**config.mk**
```make
export PLATFORM = sky130hd
export DESIGN_NAME = ipd_frame_payload_extractor_flat
export DESIGN_NICKNAME = d
export VERILOG_FILES = /design/src/hw/rtl/ipd_pkg.sv /design/src/hw/rtl/ipd_in_if.sv /design/src/hw/rtl/ipd_out_if.sv /design/src/hw/rtl/ipd_frame_payload_extractor.sv /design/src/hw/rtl/ipd_ram.sv /design/src/flat_wrapper.sv
export SDC_FILE = /design/constraint.sdc
export NUM_CORES = 2
export LEC_CHECK = 0
export ABC_AREA = 1
export BUFFER_PORTS_ARGS = -buffer_cell sky130_fd_sc_hd__buf_4
export CORE_MARGIN = 2
export CORE_UTILIZATION = 57
export DETAILED_ROUTE_END_ITERATION = 10
export GPL_TIMING_DRIVEN = 0
export PLACE_DENSITY_LB_ADDON = 0.1
export REMOVE_ABC_BUFFERS = 1
export SYNTH_ARGS = -nofsm -noshare
export SYNTH_HDL_FRONTEND = slang
export SYNTH_HIERARCHICAL = 1
export SYNTH_SLANG_ARGS = --single-unit
```
**constraint.sdc**
```tcl
create_clock -name clk -period 2.8 [get_ports clk]
set_input_delay 0.42 -clock clk [delete_from_list [all_inputs] [get_ports clk]]
set_output_delay 0.42 -clock clk [all_outputs]
set_load 0.02 [all_outputs]
```
**src/hw/rtl/ipd_pkg.sv**
```systemverilog
// ----------------------------------------------------------------------------
// ipd_pkg
// Shared types and constants for the IPD frame payload extractor.
// ----------------------------------------------------------------------------
`default_nettype none

package ipd_pkg;

    localparam int BUFFER_DEPTH = 256;
    localparam int PAYLOAD_CAP  = 64;
    localparam int MIN_HELD     = 7;
    localparam int TAG_LEN      = 5;

    localparam logic [6:0] MAX_PAYLOAD_RESET = 7'd64;

    localparam logic [7:0] CHAR_COLON = 8'h3A;
    localparam logic [7:0] CHAR_ZERO  = 8'h30;
    localparam logic [7:0] CHAR_NINE  = 8'h39;
    localparam logic [7:0] CHAR_PLUS  = 8'h2B;

    typedef enum logic [1:0] {
        CMD_BYTE  = 2'd0,
        CMD_READ  = 2'd1,
        CMD_CLEAR = 2'd2
    } cmd_t;

    typedef enum logic [2:0] {
        ST_IDLE,
        ST_SCAN_RD,
        ST_SCAN_CHK,
        ST_EMIT_RD,
        ST_EMIT_LD,
        ST_FAIL
    } state_t;

    // "+IPD,"
    function automatic logic [7:0] tag_char(input logic [2:0] idx);
        logic [7:0] c;
        case (idx)
            3'd0:    c = 8'h2B;
            3'd1:    c = 8'h49;
            3'd2:    c = 8'h50;
            3'd3:    c = 8'h44;
            3'd4:    c = 8'h2C;
            default: c = 8'h00;
        endcase
        return c;
    endfunction

endpackage

`default_nettype wire

```
**src/hw/rtl/ipd_in_if.sv**
```systemverilog
// ----------------------------------------------------------------------------
// ipd_in_if
// Command channel: valid/ready with command and received byte.
// ----------------------------------------------------------------------------
`default_nettype none

interface ipd_in_if;
    logic       valid;
    logic       ready;
    logic [1:0] command;
    logic [7:0] rx_byte;

    modport source (output valid, output command, output rx_byte, input ready);
    modport sink   (input valid, input command, input rx_byte, output ready);
endinterface

`default_nettype wire

```
**src/hw/rtl/ipd_out_if.sv**
```systemverilog
// ----------------------------------------------------------------------------
// ipd_out_if
// Result channel: valid/ready with one payload beat.
// ----------------------------------------------------------------------------
`default_nettype none

interface ipd_out_if;
    logic       valid;
    logic       ready;
    logic       found;
    logic [7:0] payload_byte;
    logic [6:0] payload_length;
    logic       last;

    modport source (output valid, output found, output payload_byte,
                    output payload_length, output last, input ready);
    modport sink   (input valid, input found, input payload_byte,
                    input payload_length, input last, output ready);
endinterface

`default_nettype wire

```
**src/hw/rtl/ipd_frame_payload_extractor.sv**
```systemverilog
// ----------------------------------------------------------------------------
// ipd_frame_payload_extractor
// Buffers received bytes and extracts the payload of the first +IPD frame.
// ----------------------------------------------------------------------------
// A received-byte, clear or unused command is taken whenever the block is
// idle. A read walks the buffer RAM byte by byte through ST_SCAN_RD and
// ST_SCAN_CHK, from index 0 up to the colon that ends the frame header (or
// the end of the held bytes), then hands out each payload byte through
// ST_EMIT_RD and ST_EMIT_LD, stalled by output backpressure; reads use the
// single registered read port of the buffer RAM. A failed read gives one beat
// with found low and leaves the buffer intact; a successful one empties it.
// The input is not ready while a read is in progress; the last result beat may
// still wait in the output register while new commands are taken.
// ----------------------------------------------------------------------------
`default_nettype none

module ipd_frame_payload_extractor #(
    parameter int BUFFER_DEPTH = ipd_pkg::BUFFER_DEPTH
) (
    input  wire logic       clk,
    input  wire logic       rst_n,
    input  wire logic       cfg_wr_en,
    input  wire logic [6:0] cfg_wr_data,
    ipd_in_if.sink          in_ch,
    ipd_out_if.source       out_ch
);

    localparam int AW = $clog2(BUFFER_DEPTH);

    ipd_pkg::state_t state_reg, state_next;

    logic [6:0]    max_payload_reg;
    logic [AW-1:0] count_reg, count_next;
    logic [AW-1:0] addr_reg, addr_next;
    logic [2:0]    match_reg, match_next;
    logic          hdr_reg, hdr_next;
    logic [15:0]   acc_reg, acc_next;
    logic [6:0]    len_reg, len_next;
    logic [6:0]    rem_reg, rem_next;

    logic          out_valid_reg, out_valid_next;
    logic          found_reg, found_next;
    logic [7:0]    byte_reg, byte_next;
    logic [6:0]    length_reg, length_next;
    logic          last_reg, last_next;

    logic          ram_we;
    logic [7:0]    rdata;

    logic          in_fire;
    logic          slot_free;
    logic [6:0]    limit;
    logic          is_colon;
    logic          is_digit;
    logic [7:0]    digit_val;
    logic          scan_last;
    logic [AW-1:0] avail;
    logic          frame_ok;
    logic          read_bad;
    logic [15:0]   acc_mul;

    assign in_ch.ready = (state_reg == ipd_pkg::ST_IDLE);
    assign in_fire   = in_ch.valid && in_ch.ready;
    assign slot_free = !out_valid_reg || out_ch.ready;
    assign limit     = (max_payload_reg > 7'(ipd_pkg::PAYLOAD_CAP))
                       ? 7'(ipd_pkg::PAYLOAD_CAP) : max_payload_reg;
    assign read_bad  = (limit == 7'd0) || (count_reg < AW'(ipd_pkg::MIN_HELD));
    assign is_colon  = hdr_reg && (rdata == ipd_pkg::CHAR_COLON);
    assign is_digit  = (rdata inside {[ipd_pkg::CHAR_ZERO:ipd_pkg::CHAR_NINE]});
    assign digit_val = rdata - ipd_pkg::CHAR_ZERO;
    assign acc_mul   = 16'(acc_reg * 16'd10);
    assign scan_last = (addr_reg == count_reg - AW'(1));
    assign avail     = count_reg - addr_reg - AW'(1);
    assign frame_ok  = (acc_reg != 16'd0) && (32'(avail) >= 32'(acc_reg));

    ipd_ram #(
        .WIDTH (8),
        .DEPTH (BUFFER_DEPTH)
    ) u_buf (
        .clk   (clk),
        .we    (ram_we),
        .waddr (count_reg),
        .wdata (in_ch.rx_byte),
        .raddr (addr_reg),
        .rdata (rdata)
    );

    always_comb
    begin
        state_next = state_reg;
        case (state_reg)
            ipd_pkg::ST_IDLE:
            begin
                if (in_fire && in_ch.command == ipd_pkg::CMD_READ)
                begin
                    state_next = read_bad ? ipd_pkg::ST_FAIL : ipd_pkg::ST_SCAN_RD;
                end
            end
            ipd_pkg::ST_SCAN_RD:
            begin
                state_next = ipd_pkg::ST_SCAN_CHK;
            end
            ipd_pkg::ST_SCAN_CHK:
            begin
                if (is_colon)
                begin
                    state_next = frame_ok ? ipd_pkg::ST_EMIT_RD : ipd_pkg::ST_FAIL;
                end
                else if (scan_last)
                begin
                    state_next = ipd_pkg::ST_FAIL;
                end
                else
                begin
                    state_next = ipd_pkg::ST_SCAN_RD;
                end
            end
            ipd_pkg::ST_EMIT_RD:
            begin
                state_next = ipd_pkg::ST_EMIT_LD;
            end
            ipd_pkg::ST_EMIT_LD:
            begin
                if (slot_free)
                begin
                    state_next = (rem_reg == 7'd1) ? ipd_pkg::ST_IDLE : ipd_pkg::ST_EMIT_RD;
                end
            end
            ipd_pkg::ST_FAIL:
            begin
                if (slot_free)
                begin
                    state_next = ipd_pkg::ST_IDLE;
                end
            end
            default:
            begin
                state_next = ipd_pkg::ST_IDLE;
            end
        endcase
    end

    always_comb
    begin
        count_next     = count_reg;
        addr_next      = addr_reg;
        match_next     = match_reg;
        hdr_next       = hdr_reg;
        acc_next       = acc_reg;
        len_next       = len_reg;
        rem_next       = rem_reg;
        out_valid_next = out_valid_reg && !out_ch.ready;
        found_next     = found_reg;
        byte_next      = byte_reg;
        length_next    = length_reg;
        last_next      = last_reg;
        ram_we         = 1'b0;

        case (state_reg)
            ipd_pkg::ST_IDLE:
            begin
                if (in_fire)
                begin
                    case (in_ch.command)
                        ipd_pkg::CMD_BYTE:
                        begin
                            if (count_reg < AW'(BUFFER_DEPTH - 1))
                            begin
                                ram_we     = 1'b1;
                                count_next = count_reg + AW'(1);
                            end
                        end
                        ipd_pkg::CMD_READ:
                        begin
                            addr_next  = '0;
                            match_next = 3'd0;
                            hdr_next   = 1'b0;
                            acc_next   = 16'd0;
                        end
                        ipd_pkg::CMD_CLEAR:
                        begin
                            count_next = '0;
                        end
                        default:
                        begin
                        end
                    endcase
                end
            end
            ipd_pkg::ST_SCAN_CHK:
            begin
                if (!hdr_reg)
                begin
                    if (rdata == ipd_pkg::tag_char(match_reg))
                    begin
                        if (match_reg == 3'(ipd_pkg::TAG_LEN - 1))
                        begin
                            hdr_next = 1'b1;
                            acc_next = 16'd0;
                        end
                        match_next = match_reg + 3'd1;
                    end
                    else
                    begin
                        match_next = (rdata == ipd_pkg::CHAR_PLUS) ? 3'd1 : 3'd0;
                    end
                end
                else if (!is_colon)
                begin
                    acc_next = is_digit ? acc_mul + {8'd0, digit_val} : 16'd0;
                end

                if (is_colon)
                begin
                    len_next  = (acc_reg < 16'(limit)) ? 7'(acc_reg) : limit;
                    rem_next  = (acc_reg < 16'(limit)) ? 7'(acc_reg) : limit;
                    addr_next = addr_reg + AW'(1);
                end
                else if (!scan_last)
                begin
                    addr_next = addr_reg + AW'(1);
                end
            end
            ipd_pkg::ST_EMIT_LD:
            begin
                if (slot_free)
                begin
                    out_valid_next = 1'b1;
                    found_next     = 1'b1;
                    byte_next      = rdata;
                    length_next    = len_reg;
                    last_next      = (rem_reg == 7'd1);
                    rem_next       = rem_reg - 7'd1;
                    addr_next      = addr_reg + AW'(1);
                    if (rem_reg == 7'd1)
                    begin
                        count_next = '0;
                    end
                end
            end
            ipd_pkg::ST_FAIL:
            begin
                if (slot_free)
                begin
                    out_valid_next = 1'b1;
                    found_next     = 1'b0;
                    byte_next      = 8'd0;
                    length_next    = 7'd0;
                    last_next      = 1'b1;
                end
            end
            default:
            begin
            end
        endcase
    end

    always_ff @(posedge clk or negedge rst_n)
    begin
        if (!rst_n)
        begin
            state_reg       <= ipd_pkg::ST_IDLE;
            count_reg       <= '0;
            out_valid_reg   <= 1'b0;
            max_payload_reg <= ipd_pkg::MAX_PAYLOAD_RESET;
        end
        else
        begin
            state_reg     <= state_next;
            count_reg     <= count_next;
            out_valid_reg <= out_valid_next;
            if (cfg_wr_en)
            begin
                max_payload_reg <= cfg_wr_data;
            end
        end
    end

    always_ff @(posedge clk)
    begin
        addr_reg   <= addr_next;
        match_reg  <= match_next;
        hdr_reg    <= hdr_next;
        acc_reg    <= acc_next;
        len_reg    <= len_next;
        rem_reg    <= rem_next;
        found_reg  <= found_next;
        byte_reg   <= byte_next;
        length_reg <= length_next;
        last_reg   <= last_next;
    end

    assign out_ch.valid          = out_valid_reg;
    assign out_ch.found          = found_reg;
    assign out_ch.payload_byte   = byte_reg;
    assign out_ch.payload_length = length_reg;
    assign out_ch.last           = last_reg;

endmodule

`default_nettype wire

```
**src/hw/rtl/ipd_ram.sv**
```systemverilog
// ----------------------------------------------------------------------------
// ipd_ram
// Generic simple dual-port RAM, one write port, one registered read port.
// ----------------------------------------------------------------------------
`default_nettype none

module ipd_ram #(
    parameter int WIDTH = 8,
    parameter int DEPTH = ipd_pkg::BUFFER_DEPTH,
    localparam int AW   = $clog2(DEPTH)
) (
    input  wire logic             clk,
    input  wire logic             we,
    input  wire logic [AW-1:0]    waddr,
    input  wire logic [WIDTH-1:0] wdata,
    input  wire logic [AW-1:0]    raddr,
    output logic      [WIDTH-1:0] rdata
);

    logic [WIDTH-1:0] mem [DEPTH];

    always_ff @(posedge clk)
    begin
        if (we)
        begin
            mem[waddr] <= wdata;
        end
        rdata <= mem[raddr];
    end

endmodule

`default_nettype wire
```
**src/flat_wrapper.sv**
```systemverilog
// flat-port wrapper written by rule: the top's interface ports become plain ports
module ipd_frame_payload_extractor_flat 
#(
    parameter int BUFFER_DEPTH = ipd_pkg::BUFFER_DEPTH
)
  (clk, rst_n, cfg_wr_en, cfg_wr_data, in_ch_valid, in_ch_command, in_ch_rx_byte, in_ch_ready, out_ch_valid, out_ch_found, out_ch_payload_byte, out_ch_payload_length, out_ch_last, out_ch_ready);
  ipd_in_if in_ch_i ();
  ipd_out_if out_ch_i ();
  input  wire logic clk;
  input  wire logic rst_n;
  input  wire logic cfg_wr_en;
  input  wire logic [6:0] cfg_wr_data;
  input wire logic [$bits(in_ch_i.valid)-1:0] in_ch_valid;
  input wire logic [$bits(in_ch_i.command)-1:0] in_ch_command;
  input wire logic [$bits(in_ch_i.rx_byte)-1:0] in_ch_rx_byte;
  output wire logic [$bits(in_ch_i.ready)-1:0] in_ch_ready;
  output wire logic [$bits(out_ch_i.valid)-1:0] out_ch_valid;
  output wire logic [$bits(out_ch_i.found)-1:0] out_ch_found;
  output wire logic [$bits(out_ch_i.payload_byte)-1:0] out_ch_payload_byte;
  output wire logic [$bits(out_ch_i.payload_length)-1:0] out_ch_payload_length;
  output wire logic [$bits(out_ch_i.last)-1:0] out_ch_last;
  input wire logic [$bits(out_ch_i.ready)-1:0] out_ch_ready;
  assign in_ch_i.valid = in_ch_valid;
  assign in_ch_i.command = in_ch_command;
  assign in_ch_i.rx_byte = in_ch_rx_byte;
  assign in_ch_ready = in_ch_i.ready;
  assign out_ch_valid = out_ch_i.valid;
  assign out_ch_found = out_ch_i.found;
  assign out_ch_payload_byte = out_ch_i.payload_byte;
  assign out_ch_payload_length = out_ch_i.payload_length;
  assign out_ch_last = out_ch_i.last;
  assign out_ch_i.ready = out_ch_ready;
  ipd_frame_payload_extractor #(.BUFFER_DEPTH(BUFFER_DEPTH)) u_core (.clk(clk), .rst_n(rst_n), .cfg_wr_en(cfg_wr_en), .cfg_wr_data(cfg_wr_data), .in_ch(in_ch_i), .out_ch(out_ch_i));
endmodule
```
==> impl_metrics.py <==
metrics = {
    "status": {
        "status": "complete, but fails checks",
        "violations": "negative setup slack",
    },
    "detailed_routing": {
        "ant_nets": 0,
        "top_layer": "met5",
        "drt-initial-drc-count": 9129,
        "drc": 0,
        "routedWlPerCell_um": 27.16,
        "drt-met1-wl_um": 102900,
        "vias": 64010,
        "wl_um": 277700,
        "dr.pass1.iters": 8,
        "met2WireLength_um": 129600,
        "viasPerCell": 6.261,
        "dr_wl_met3_um": 31410,
    },
    "synth": {
        "async_reset_ff_share_pct": 0.8903,
        "synth_area_leader_cell": "edfxtp_1",
        "synth_top_family_by_area": "simple AND/OR/NAND/NOR gates",
        "postSynthCellCount": 7783,
        "synth_top_flop_cell": "edfxtp_1",
        "syn_area_um2": 89450,
        "synth_top_area_share_pct": 70.73,
        "yosysMostFrequentCell": "nand2_1",
        "yosys_warnings": 6,
        "synth.distinct_cells": 47,
        "synth_fa_ha_area_share_pct": 0.9484,
        "synth_compound_area_share_pct": 0.5609,
        "synth_edf_count": 2107,
        "synthMuxAreaShare_pct": 0.05036,
        "synthXorXnorAreaFrac_pct": 0.2658,
        "ys_top_cells_by_area": "edfxtp_1, nand3_1, nand2_1",
        "synth-seq-cells": 2134,
        "ys_seq_area_share_pct": 71.45,
        "synthSimpleGateAreaFrac_pct": 23.23,
        "syn_avg_cell_area_um2": 11.49,
        "synth.top_cells.by_count": "nand2_1, edfxtp_1, nand3_1, nor2_1, buf_2",
    },
    "placed_design": {
        "port_buffers": 40,
        "postPlaceCellArea_um2": 93800,
        "post-dp-hpwl_um": 136200,
        "gp_congestion": 0.8403,
    },
    "clock_network": {
        "h-tree-depth": 4,
        "root_buffer": "clkbuf_16",
        "clkSinkCount": 2134,
        "cts_tree": "built",
        "clk_path_buf_depth": 3,
        "insertion_delay_ns": 0.86,
        "clk_pin_slew_ns": 0.06,
        "cts_made_buffers": 211,
    },
    "critical_path": {
        "crit_fanout": 25,
        "crit_type": "reg2reg",
        "r2r_cells": 18,
        "reg2reg_setup_slack_ns": -0.52,
        "crit_end": "u_core/u_buf/rdata[3]",
        "worstPathRequired_ns": 3.50,
        "startpoint_type": "register",
        "r2r-start": "u_core/addr_reg[1]",
        "end_kind": "register",
        "crit_start": "u_core/addr_reg[1]",
        "reg2reg_to": "u_core/u_buf/rdata[3]",
        "cp.arrival_ns": 4.02,
    },
    "grt": {
        "gr-total-overflow": 0,
        "grt_pass1_vias": 59900,
        "grt_use_total_pct": 33.90,
        "grt_max_degree": 141,
        "antenna_found_initial": 3,
        "grt_pass1_wl_um": 395800,
    },
    "sta": {
        "skew_ns": 0.02645,
        "hold_violations": 0,
        "max_freq_mhz": 301.1,
        "worstMarginPinSlew_ns": 1.227,
        "period_minus_slack_ns": 3.321,
        "drv_slew": 0,
        "slew-limit-headroom_pct": 18.13,
        "setup_ws_ns": -0.5207,
        "rsz0062_at_grt": "true",
        "fin_crit_sh_pct": 118.6,
        "tns_ns": -13.12,
        "setup_violations": 98,
    },
    "die": {
        "start_util_pct": 57.33,
        "die-area_um2": 160100,
        "die_height_um": 400.1,
        "io_pins": 41,
        "dieWidth_um": 400.1,
        "rows": 145,
        "core_um2": 156000,
    },
    "power": {
        "power_density_nw_per_um2": 1085,
        "p_total_mw": 118.4,
        "leakage_nw": 39.04,
        "ir_worst_vdd_mv": 0.7792,
    },
    "cells_and_area": {
        "largest_register_ffs": 2048,
        "nets": 8082,
        "synthToLayoutAreaGrowth_pct": 22.02,
        "drive_gt1_share_pct": 16.99,
        "fillers": 10500,
        "design_area_um2": 109100,
    },
    "flow_run": {
        "maxCapViolCount": 0,
    },
    "hold_path": {
        "hp-class": "in2reg",
    },
}
[per-layer routing]
layer,global-route usage (%),up-vias
li1,-,28010
met3,6.204,717
met4,15.09,4
met5,0,-
met2,52.93,3883
met1,46.85,31400
[power by group]
| group | total, mW | internal (mW) | switching [mW] |
|---|---|---|---|
| Sequential | 36.5 | 35.8 | 0.642 |
| Clock | 26.7 | 14.9 | 11.8 |
| Combinational | 55.2 | 20.4 | 34.9 |
| Total | 118 | 71.0 | 47.3 |
[what timing repair did]
action / in CTS / in global routing
endpoints found under the hold margin: 91 / 0
hold buffers: 22 / 0
setup buffers: 117 / 70
gates cloned: 95 / 5
resized for setup: 628 / 360
pin swaps: 137 / 64
setup endpoints to repair: 2107 / 2091
[metrics by stage]
step	instances	util [%]	hold WS [ns]	setup slack, ns
final	10220	69.95	0.04494	-0.5207
after global routing	10220	69.95	0.05293	-0.5564
after CTS	10150	68.45	0.009912	-0.8386
after detailed placement	9539	60.12	0.3110	-2.116
after global placement	9393	57.59	0.3107	-103.12
after floorplan	7295	-	0.1244	-40.85
[how the worst min path moves through the flow]
stage / startpoint / to / cells past startpoint
floorplan: rst_n / u_core/count_reg[0] / 0
global placement: rst_n / u_core/max_payload_reg[1] / 1
detailed placement: rst_n / u_core/max_payload_reg[3] / 1
CTS: rst_n / u_core/max_payload_reg[6] / 2
global route: rst_n / u_core/max_payload_reg[6] / 2
finish: in_ch_rx_byte[0] / u_core/u_buf/mem[104][0] / 1
[cells in the final DEF (no fill, tap or decap), types with 7 or more instances in the layout]
cell / netlist / routed
nand2_4: 0 / 27
clkinv_1: 0 / 56
dlygate4sd3_1: 0 / 22
nand3_4: 1 / 43
dfrtp_2: 0 / 7
xor2_1: 15 / 15
nand3_2: 4 / 199
nor2_2: 2 / 89
clkbuf_16: 0 / 220
buf_8: 1 / 13
ha_4: 0 / 9
clkbuf_1: 114 / 55
edfxtp_1: 2107 / 2107
buf_4: 46 / 136
nand4_1: 9 / 9
buf_6: 16 / 8
nor2_1: 358 / 90
buf_16: 0 / 183
bufbuf_16: 0 / 28
nor3_1: 13 / 13
o21ai_0: 25 / 21
nor2_4: 2 / 183
buf_12: 0 / 80
nand2_2: 5 / 37
nand2_1: 2314 / 2242
clkinv_2: 0 / 33
ha_1: 63 / 53
dfxtp_1: 8 / 8
nand2_8: 0 / 13
dfrtp_1: 18 / 11
xnor2_1: 9 / 8
inv_2: 11 / 13
inv_1: 161 / 152
bufinv_16: 0 / 8
and2_1: 7 / 7
inv_6: 0 / 9
a21oi_1: 48 / 44
nand3_1: 2072 / 1835
[cell families (layout without fill, tap and decap cells)]
family	Yosys count	count (layout)
mux	4	4
compound gates	93	93
xor+xnor	25	25
other cells	0	1
flops	2134	2134
fa+ha+maj	66	66
buf+inv	661	1042
simple gates	4800	4800
[final cells by class]
type | instances | area, um2 | area share [%]
well taps | 2058 | 2575 | 2.359
clock buffers | 274 | 5653 | 5.179
diodes | 1 | 2.502 | 0.002293
repair inverters | 11 | 142.6 | 0.1307
flip-flops and latches | 2134 | 63920 | 58.56
repair buffers | 475 | 9184 | 8.415
multi-input cells | 4988 | 26160 | 23.97
clock inverters | 109 | 768.2 | 0.7039
inverters | 173 | 743.2 | 0.6810
[worst max-delay path: stages (launching register included)]
cell and delay, ns:
edfxtp_1 0.41, buf_6 0.15, buf_16 0.12, buf_16 0.16, buf_16 0.16, buf_16 0.14
buf_16 0.14, inv_16 0.09, buf_4 0.19, buf_16 0.22, nand3_1 0.12, nand3_1 0.09
nand3_1 0.19, nand3_2 0.20, nand3_1 0.20, nand3_1 0.23, nand2_2 0.11, nand2_1 0.08
nand2_1 0.11
(Power assumes the default switching activity.)
